===== config.mk =====
export PLATFORM = sky130hd
export DESIGN_NAME = modem_response_line_capture
export DESIGN_NICKNAME = d
export VERILOG_FILES = /design/src/hw/rtl/mrlc_pkg.sv /design/src/hw/rtl/mrlc_ram.sv /design/src/hw/rtl/mrlc_ctrl.sv /design/src/hw/rtl/modem_response_line_capture.sv
export SDC_FILE = /design/constraint.sdc
export NUM_CORES = 1
export LEC_CHECK = 0
export BUFFER_PORTS_ARGS = -buffer_cell sky130_fd_sc_hd__buf_4
export CAP_MARGIN = 10
export CORE_MARGIN = 3
export CORE_UTILIZATION = 63
export DETAILED_ROUTE_END_ITERATION = 8
export PLACE_DENSITY = 0.8
export SETUP_SLACK_MARGIN = 0.1
export SLEW_MARGIN = 10
export SYNTH_ARGS = -nofsm -noshare
export SYNTH_HDL_FRONTEND = slang
export SYNTH_SLANG_ARGS = --single-unit

===== constraint.sdc =====
create_clock -name clk_i -period 3.1 [get_ports clk_i]
set_input_delay 0.62 -clock clk_i [delete_from_list [all_inputs] [get_ports clk_i]]
set_output_delay 0.62 -clock clk_i [all_outputs]
set_load 0.01 [all_outputs]

===== src/hw/rtl/mrlc_pkg.sv =====
// Package of the modem response line capture: sizes, character codes and
// the types shared by the control logic, the top level and the checker.
package mrlc_pkg;

  // Line buffer size in bytes (8 to 255).
  localparam int unsigned LINE_CAPACITY = 128;
  localparam int unsigned ADDR_W = $clog2(LINE_CAPACITY);
  localparam logic [7:0] CAP_COUNT = 8'(LINE_CAPACITY);

  // Characters that end a response line.
  localparam logic [7:0] CHAR_CR = 8'h0D;
  localparam logic [7:0] CHAR_O  = 8'h4F;
  localparam logic [7:0] CHAR_K  = 8'h4B;
  localparam logic [7:0] CHAR_E  = 8'h45;
  localparam logic [7:0] CHAR_R  = 8'h52;

  typedef enum logic [1:0] {
    OP_RECEIVE = 2'd0,
    OP_READ    = 2'd1,
    OP_RELEASE = 2'd2
  } op_e;

  typedef enum logic [1:0] {
    CAUSE_NONE     = 2'd0,
    CAUSE_OK       = 2'd1,
    CAUSE_ERROR    = 2'd2,
    CAUSE_OVERFLOW = 2'd3
  } cause_e;

  // Status part of one result word.
  typedef struct packed {
    logic       line_ready;
    logic [7:0] line_length;
    logic       byte_dropped;
    cause_e     completion_cause;
  } status_t;

  // Access to the line buffer for one accepted word.
  typedef struct packed {
    logic              we;
    logic [ADDR_W-1:0] waddr;
    logic [7:0]        wdata;
    logic              re;
    logic [ADDR_W-1:0] raddr;
    logic              read_ok;
  } ram_req_t;

endpackage


===== src/hw/rtl/mrlc_ram.sv =====
// Generic single-write, single-read RAM with a registered read port.
// Depends on nothing.
module mrlc_ram #(
  parameter int unsigned WIDTH = 8,
  parameter int unsigned DEPTH = 128
) (
  input  logic                     clk_i,
  input  logic                     we_i,
  input  logic [$clog2(DEPTH)-1:0] waddr_i,
  input  logic [WIDTH-1:0]         wdata_i,
  input  logic                     re_i,
  input  logic [$clog2(DEPTH)-1:0] raddr_i,
  output logic [WIDTH-1:0]         rdata_o
);

  logic [WIDTH-1:0] mem_q [DEPTH];
  logic [WIDTH-1:0] rdata_q;

  // Storage and read register carry no reset.
  always_ff @(posedge clk_i) begin
    if (we_i) begin
      mem_q[waddr_i] <= wdata_i;
    end
    if (re_i) begin
      rdata_q <= mem_q[raddr_i];
    end
  end

  assign rdata_o = rdata_q;

endmodule


===== src/hw/rtl/mrlc_ctrl.sv =====
// Line capture control: fill count, held line, tail match and completion.
// Depends on mrlc_pkg; drives the line buffer RAM request.
module mrlc_ctrl (
  input  logic              clk_i,
  input  logic              rst_ni,
  input  logic              accept_i,
  input  logic [1:0]        operation_i,
  input  logic [7:0]        rx_byte_i,
  input  logic [6:0]        read_index_i,
  output mrlc_pkg::status_t status_o,
  output mrlc_pkg::ram_req_t ram_req_o
);
  import mrlc_pkg::*;

  logic [7:0]  fill_q, fill_d;
  logic [7:0]  held_len_q, held_len_d;
  logic        held_q, held_d;
  logic [47:0] tail_q, tail_d;

  logic [47:0] tail_shift;
  logic [7:0]  fill_inc;
  logic [7:0]  idx_ext;
  logic        ok_match;
  logic        error_match;
  op_e         op;

  assign op         = op_e'(operation_i);
  assign tail_shift = {tail_q[39:0], rx_byte_i};
  assign fill_inc   = fill_q + 8'd1;
  assign idx_ext    = {1'b0, read_index_i};

  // Endings are checked on the tail as it stands after this byte.
  assign ok_match = (rx_byte_i == CHAR_CR) && (fill_inc >= 8'd3) &&
                    (tail_shift[23:16] == CHAR_O) && (tail_shift[15:8] == CHAR_K);
  assign error_match = (rx_byte_i == CHAR_CR) && (fill_inc >= 8'd6) &&
                       (tail_shift[47:40] == CHAR_E) && (tail_shift[39:32] == CHAR_R) &&
                       (tail_shift[31:24] == CHAR_R) && (tail_shift[23:16] == CHAR_O) &&
                       (tail_shift[15:8] == CHAR_R);

  // Next state and status for the word on the input.
  always_comb begin
    fill_d     = fill_q;
    held_len_d = held_len_q;
    held_d     = held_q;
    tail_d     = tail_q;

    status_o.byte_dropped     = 1'b0;
    status_o.completion_cause = CAUSE_NONE;

    ram_req_o.we      = 1'b0;
    ram_req_o.waddr   = fill_q[ADDR_W-1:0];
    ram_req_o.wdata   = rx_byte_i;
    ram_req_o.re      = accept_i;
    ram_req_o.raddr   = idx_ext[ADDR_W-1:0];
    ram_req_o.read_ok = 1'b0;

    unique case (op)
      OP_RECEIVE: begin
        if (held_q) begin
          status_o.byte_dropped = 1'b1;
        end else if (fill_q >= CAP_COUNT) begin
          // Buffer full: the byte is lost and the line closes at capacity.
          status_o.byte_dropped     = 1'b1;
          status_o.completion_cause = CAUSE_OVERFLOW;
          held_len_d = fill_q;
          fill_d     = 8'd0;
          held_d     = 1'b1;
          tail_d     = 48'd0;
        end else begin
          ram_req_o.we = accept_i;
          fill_d       = fill_inc;
          tail_d       = tail_shift;
          if (ok_match || error_match) begin
            status_o.completion_cause = ok_match ? CAUSE_OK : CAUSE_ERROR;
            held_len_d = fill_inc;
            fill_d     = 8'd0;
            held_d     = 1'b1;
            tail_d     = 48'd0;
          end
        end
      end
      OP_READ: begin
        ram_req_o.read_ok = held_q && (idx_ext < held_len_q) && (idx_ext < CAP_COUNT);
      end
      OP_RELEASE: begin
        held_d = 1'b0;
      end
      default: begin
        // Unused operation code: status only.
      end
    endcase

    status_o.line_ready  = held_d;
    status_o.line_length = held_d ? held_len_d : 8'd0;
  end

  // State advances only on an accepted word.
  always_ff @(posedge clk_i or negedge rst_ni) begin
    if (!rst_ni) begin
      fill_q     <= 8'd0;
      held_len_q <= 8'd0;
      held_q     <= 1'b0;
      tail_q     <= 48'd0;
    end else if (accept_i) begin
      fill_q     <= fill_d;
      held_len_q <= held_len_d;
      held_q     <= held_d;
      tail_q     <= tail_d;
    end
  end

endmodule


===== src/hw/rtl/modem_response_line_capture.sv =====
// Top level of the modem response line capture: stream ports, result register
// and line buffer. Depends on mrlc_pkg, mrlc_ctrl and mrlc_ram.
//
// One word is accepted in every cycle and its result word appears in the output
// register in the next cycle; a new word is taken while a result waits as
// long as the output is being read in the same cycle. Each result comes from the
// single pass through the tail compare and the line buffer RAM, whose one
// write port stores received bytes and whose registered read port serves
// buffer reads. The buffer needs no clearing after reset, because only
// positions written during the held line are ever returned.
module modem_response_line_capture (
  input  logic        clk_i,
  input  logic        rst_ni,
  input  logic        s_axis_tvalid,
  output logic        s_axis_tready,
  // [7:0] rx_byte, [14:8] read_index, [15] zero
  input  logic [15:0] s_axis_tdata,
  // [1:0] operation
  input  logic [1:0]  s_axis_tuser,
  output logic        m_axis_tvalid,
  input  logic        m_axis_tready,
  // [0] line_ready, [8:1] line_length, [16:9] read_data, [17] byte_dropped,
  // [19:18] completion_cause, [23:20] zero
  output logic [23:0] m_axis_tdata
);
  import mrlc_pkg::*;

  logic     accept;
  status_t  status;
  ram_req_t ram_req;
  logic [7:0] ram_rdata;

  logic    out_valid_q, out_valid_d;
  status_t status_q;
  logic    read_ok_q;
  logic [7:0] read_data;

  // The output register frees up when it is empty or read this cycle.
  assign s_axis_tready = !out_valid_q || m_axis_tready;
  assign accept        = s_axis_tvalid && s_axis_tready;

  mrlc_ctrl u_ctrl (
    .clk_i        (clk_i),
    .rst_ni       (rst_ni),
    .accept_i     (accept),
    .operation_i  (s_axis_tuser),
    .rx_byte_i    (s_axis_tdata[7:0]),
    .read_index_i (s_axis_tdata[14:8]),
    .status_o     (status),
    .ram_req_o    (ram_req)
  );

  // The read port is enabled only on accept, so its data holds while stalled.
  mrlc_ram #(
    .WIDTH (8),
    .DEPTH (LINE_CAPACITY)
  ) u_line_ram (
    .clk_i   (clk_i),
    .we_i    (ram_req.we),
    .waddr_i (ram_req.waddr),
    .wdata_i (ram_req.wdata),
    .re_i    (ram_req.re),
    .raddr_i (ram_req.raddr),
    .rdata_o (ram_rdata)
  );

  // Output valid flag.
  always_comb begin
    out_valid_d = out_valid_q;
    if (accept) begin
      out_valid_d = 1'b1;
    end else if (m_axis_tready) begin
      out_valid_d = 1'b0;
    end
  end

  always_ff @(posedge clk_i or negedge rst_ni) begin
    if (!rst_ni) begin
      out_valid_q <= 1'b0;
      read_ok_q   <= 1'b0;
    end else begin
      out_valid_q <= out_valid_d;
      if (accept) begin
        read_ok_q <= ram_req.read_ok;
      end
    end
  end

  // Status payload of the result word.
  always_ff @(posedge clk_i) begin
    if (accept) begin
      status_q <= status;
    end
  end

  assign read_data     = read_ok_q ? ram_rdata : 8'd0;
  assign m_axis_tvalid = out_valid_q;
  assign m_axis_tdata  = {4'd0, status_q.completion_cause, status_q.byte_dropped,
                          read_data, status_q.line_length, status_q.line_ready};

endmodule


Word-level counts from Yosys, hierarchy flattened --
Memories as Yosys holds them, arrays and structs flattened. A register that Yosys moved wholly into a read port is not among the register bits. Cells that the tools add are included.
Word-level totals: memories kept 1, input bits 22, bits in registers 71, bits in writable memories 1024, word-level logic and storage cells 73
Cells by class: bitwise logic cells 2, $lt $le $gt $ge 5, muxes and demuxes 26, reduce and logical (&&, ||, !) cells 19, eq/ne operators 9, add/sub/neg operators 1
Memory list:
- u_line_ram.mem_q | depth 128, bits a word 8, read ports 1, clocked after memory_dff 1, wr ports 1, RTL line mrlc_ram.sv:16 | logic [WIDTH-1:0] mem_q [DEPTH];
Operators with widths (number):
- 2-to-1 mux 40 bit | 2
- 2-to-1 mux 8 bit | 7
- equality test 8 x 7 -> 1 bit, second input constant | 6
- 2-to-1 mux 1 bit | 13
- logical AND 1 bit | 12
- adder 8 x 1 -> 8 bit, second input constant | 1
- equality test 8 x 4 -> 1 bit, second input constant | 1
- greater-or-equal comparator 8 x 2 -> 1 bit, second input constant | 1
- greater-or-equal comparator 8 x 3 -> 1 bit, second input constant | 1
- greater-or-equal comparator 8 bit, second input constant | 1
- < comparator 7 x 8 -> 1 bit | 1
- < comparator 7 x 8 -> 1 bit, second input constant | 1
- 2-to-1 mux 2 bit | 3
- AND reduction 3 bit | 1
- equality test 2 x 1 -> 1 bit, second input constant | 1
- equality test 2 bit, second input constant | 1
- zero test 2 bit | 1
- logical OR 1 bit | 2
- inverter 1 bit | 2
- case mux 1 bit (2 select lines) | 1
- nonzero test 2 bit | 1
- OR reduction 2 bit | 1
- zero test 1 bit | 1

Depth between registers and ports, before layout --
depth in word-level cells 13, mapped depth 12, gate-level depth less buffers 9

By module --
From an unflattened synthesis, not the netlist that was laid out.
Second synthesis, totals: cell total of the unflattened synthesis 2006, area total of the unflattened synthesis 43615.6 um2
Modules (own cells, without submodules):
- mrlc_ram | area each 39745.6 um2, cells an instance 1635, times used 1
- mrlc_ctrl | area each 3330.7 um2, cells an instance 340, times used 1
- modem_response_line_capture | area each 539.3 um2, cells an instance 31, times used 1

Worst setup path after synthesis --
No wires, ideal clock.
kind input -> register, from in s_axis_tdata[8], to reg u_line_ram.rdata_q[0] (netlist: u_line_ram.rdata_o[0]) (read register of u_line_ram.mem_q), data pin, library setup time 260 ps, data required time 2840 ps, slack -192 ps, buffers on the path 2, stages 6, data arrival time 3032 ps, path through clkbuf_1 > clkbuf_1 > mux4_2 > mux4_2 > mux4_2 > mux2_2
RTL lines:
- from (decl) | RTL line modem_response_line_capture.sv:17 | input logic [15:0] s_axis_tdata,
- to (decl) | RTL line mrlc_ram.sv:17 | logic [WIDTH-1:0] rdata_q;

Final worst setup path --
from reg u_ctrl.fill_q[2], to reg status_q, in the netlist m_axis_tdata[5], data pin
Between the ends: cells in the longest elaborated chain, start to end 13, elaborated cells between the ends (all ways) 22
Ends and longest elaborated chain:
- from (decl) | RTL line mrlc_ctrl.sv:15 | logic [7:0] fill_q, fill_d;
- from (signal assigned) | RTL line mrlc_ctrl.sv:105 | fill_q <= fill_d;
- adder 8 x 1 -> 8 bit | RTL line mrlc_ctrl.sv:29 | assign fill_inc = fill_q + 8'd1;
- greater-or-equal comparator 8 x 3 -> 1 bit | RTL line mrlc_ctrl.sv:35 | assign error_match = (rx_byte_i == CHAR_CR) && (fill_inc >= 8'd6) &&
- logical AND 1 bit (2 in series) | RTL line mrlc_ctrl.sv:35
- logical AND 1 bit (2 in series) | RTL line mrlc_ctrl.sv:36 | (tail_shift[47:40] == CHAR_E) && (tail_shift[39:32] == CHAR_R) &&
- logical AND 1 bit (2 in series) | RTL line mrlc_ctrl.sv:37 | (tail_shift[31:24] == CHAR_R) && (tail_shift[23:16] == CHAR_O) &&
- logical OR 1 bit | RTL line mrlc_ctrl.sv:73 | if (ok_match || error_match) begin
- 2-to-1 mux 1 bit / 2-to-1 mux 8 bit (equally long branches) | RTL line mrlc_ctrl.sv:73
- 2-to-1 mux 1 bit / 2-to-1 mux 8 bit (equally long branches) | RTL line mrlc_ctrl.sv:61 | end else if (fill_q >= CAP_COUNT) begin
- 2-to-1 mux 1 bit / 2-to-1 mux 8 bit (equally long branches) | RTL line mrlc_ctrl.sv:59 | if (held_q) begin
- case mux 1 bit (2 select lines) / 2-to-1 mux 8 bit (equally long branches) | RTL line mrlc_ctrl.sv:57 | unique case (op)
- to (signal assigned) | RTL line modem_response_line_capture.sv:92 | status_q <= status;
- to (decl) | RTL line modem_response_line_capture.sv:34 | status_t status_q;
Several ways; a longest one is shown, not always the timed one. A chain may end at the register's enable or synchronous reset.

==> run metrics <==
outcome=completed; Hold WC Path Type=in2async; Via-to-Cell Ratio=6.99; Overflow after GRT=0; ys async rst share=0.0535; CP Capture Point=m_axis_tdata[5]; CTS H-tree lvls=3; CTS tree=done; CP Data Arrival Time=3.29 ns; r2r setup slk=0.24 ns; final hold violation count=0; final period utilization=0.923; CP Class=reg2reg; die height=268 um; clk sink count=1103; Tightest Pin Transition=1.26 ns; DRC viols=0; number of flops mapped to enable cells by yosys=1044; Core Area=67500 um2; clk root buf=clkbuf_16; Final Power=31.5 mW; WL final=107000 um; 1st-iter DRT viols=3105; Post-Place Worst Slack=-0.332 ns; initial antenna violation count=4; CP startpoint=u_ctrl.fill_q[2]; Hold Worst Slack=0.0198 ns; most frequent cells in the layout=edfxtp_1 (1044), mux4_2 (336), buf_4 (281); slew margin rel.=0.157; Worst path depth=8; Mapped Cells=1976; initial cell density of the core=0.640; 1st-pass router iterations=8; final HPWL from detailed placement=60900 um; via count=22678; reg-to-reg startpoint=u_ctrl.fill_q[2]; Final Core Density=0.740; Unique masters post-synth=52; DP Area=46600 um2; pin count of the biggest net entering global routing=106; CP Buf/Inv Count=1; fraction of layout cells with a size suffix above 1=0.343; detailed-route wire length per cell=33.1 um; routability cong.=0.851; synthesized area per cell=21.9 um2; Num CTS Buffers=103; register area share after synthesis=0.760; clk slew on worst S/H paths=0.07 ns; Worst-Skew Late Latency=0.69 ns; Max Root-Sink Buffers=3; Worst Skew=0.0504 ns; Crit path max-delay family=compound AO/OA/AOI/OAI gates; antenna-violating nets left=0; commonest non-fill, non-tap cell in the layout=edfxtp_1; yosys warns=0; Tmin final=2.86 ns; Die Area=71800 um2; post-layout worst setup margin=0.240 ns; layout net count=2315; global-route wire length before repair=159000 um; #FFs+latches synth=1103; cell area after layout=49900 um2; Peak Freq=350 MHz; CP Cell Sequence=and3_1, o2111a_1, o221ai_1, a32o_1, buf_4, a21oi_1, nor2_1, a2111oi_2; Critical Path RT=3.53 ns; main flop type after synthesis=edfxtp_1; pins over their slew limit=0; Critical Path End Type=flip-flop; gr usage total=0.311; Port Buf Inserts=42; postcts setup bufs=0; IO Pins=48; Startpoint Class=flip-flop; Lkg Pwr=16.4 nW; endpoints failing setup=0; Die X=268 um; worst reg2reg path endpoint=m_axis_tdata[5]; PwrDens=632 nW/um2; Critical Path Fanout Max=14; worst vdd ir=519 uV; mapped cell area=43200 um2; cell row count=95; CP max stage delay=0.57 ns; Worst R2R Path Depth=8; slowest CP cell=dfrtp_1; Layout area overhead=15.5%; Max-cap violations=0; number of global-route vias before repair=23222
per-stage QoR:
stage / TNS (ns) / cells
CTS: 0 / 3243
global route: -0.00134 / 3243
global placement: -1.86 / 3051
finish: 0 / 3244
floorplan: 0 / 1979
detailed placement: -2.18 / 3051
timing repair:
| item | 4_1_cts | 5_1_grt |
|---|---|---|
| setup endpoints to repair | 1 | 11 |
| hold buffers | 0 | 0 |
| gates resized for setup | 1 | 4 |
registers in the layout (all words and copies together) (netlist names):
| register | cells |
|---|---|
| u_line_ram.mem_q | 1024 |
| u_ctrl.tail_q | 40 |
| m_axis_tdata | 12 |
| u_ctrl.fill_q | 8 |
| u_ctrl.held_len_q | 8 |
| u_line_ram.rdata_o | 8 |
| m_axis_tvalid | 1 |
| read_ok_q | 1 |
| u_ctrl.held_q | 1 |
power breakdown:
part	internal (mW)	switching, mW
clock network	7.05	5.57
registers	16.5	0.231
logic	0.937	1.22
synthesized netlist by cell type, types with 4 or more instances:
| library cell | n | area share |
|---|---|---|
| nand4_1 | 5 | 0.00072 |
| and2_1 | 8 | 0.0012 |
| dfrtp_1 | 59 | 0.034 |
| buf_4 | 14 | 0.0024 |
| mux4_2 | 336 | 0.18 |
| nand3_1 | 18 | 0.0021 |
| nor2b_1 | 4 | 0.00058 |
| o21ai_0 | 16 | 0.0019 |
| o22ai_1 | 6 | 0.00087 |
| clkbuf_1 | 61 | 0.0053 |
| buf_1 | 16 | 0.0014 |
| mux2_2 | 8 | 0.0021 |
| a22o_1 | 41 | 0.0083 |
| a21oi_1 | 21 | 0.0024 |
| nor2_1 | 171 | 0.015 |
| nor3_1 | 11 | 0.0013 |
| ha_1 | 10 | 0.0029 |
| inv_1 | 14 | 0.0012 |
| nor4b_1 | 4 | 0.00081 |
| edfxtp_1 | 1044 | 0.73 |
| buf_2 | 22 | 0.0025 |
| nand2_1 | 33 | 0.0029 |
worst reg2reg max path, stage by stage (launching register included):
cell       delay, ns
dfrtp_1         0.57
and3_1          0.40
o2111a_1        0.26
o221ai_1        0.19
a32o_1          0.33
buf_4           0.21
a21oi_1         0.16
nor2_1          0.08
a2111oi_2       0.44
how the worst min path moves through the flow:
stage,end,from,slack [ns]
after global routing,u_ctrl.tail_q[15],rst_ni,0.07
after global placement,u_ctrl.tail_q[38],u_ctrl.tail_q[38],0.48
after floorplan,m_axis_tvalid,rst_ni,0.32
final,u_ctrl.held_len_q[3],rst_ni,0.02
after CTS,u_ctrl.held_len_q[3],rst_ni,0.02
after detailed placement,u_ctrl.tail_q[38],u_ctrl.tail_q[38],0.49
cell families (layout without fill, tap and decap cells):
kind of cell	Yosys count	in the layout	synth area share
other cells	1	5	0.0000868
compound gates	109	109	0.0181
mux	344	344	0.177
flops	1103	1103	0.760
simple gates	277	277	0.0283
fa+ha+maj	10	10	0.00290
xor+xnor	3	3	0.000608
buf+inv	129	520	0.0132
final cells by class:
type / count / area (um2)
inverter: 15 / 56.3
multi-input combinational: 747 / 9850
sequential: 1103 / 32800
clock inverter: 60 / 663
fill: 3413 / 17600
timing repair buffer: 313 / 2740
clock buffer: 132 / 2700
tap: 873 / 1090
antenna: 1 / 2.50
per-layer routing:
| metal | vias to the layer above | global-route usage | share of wire |
|---|---|---|---|
| li1 | 8877 | - | - |
| met3 | 269 | 0.0699 | 0.11 |
| met1 | 11823 | 0.422 | 0.35 |
| met4 | 4 | 0.111 | 0.039 |
| met2 | 1705 | 0.511 | 0.50 |
| met5 | - | 0 | 0.00025 |
No activity file was read; power rests on OpenSTA's default activity.
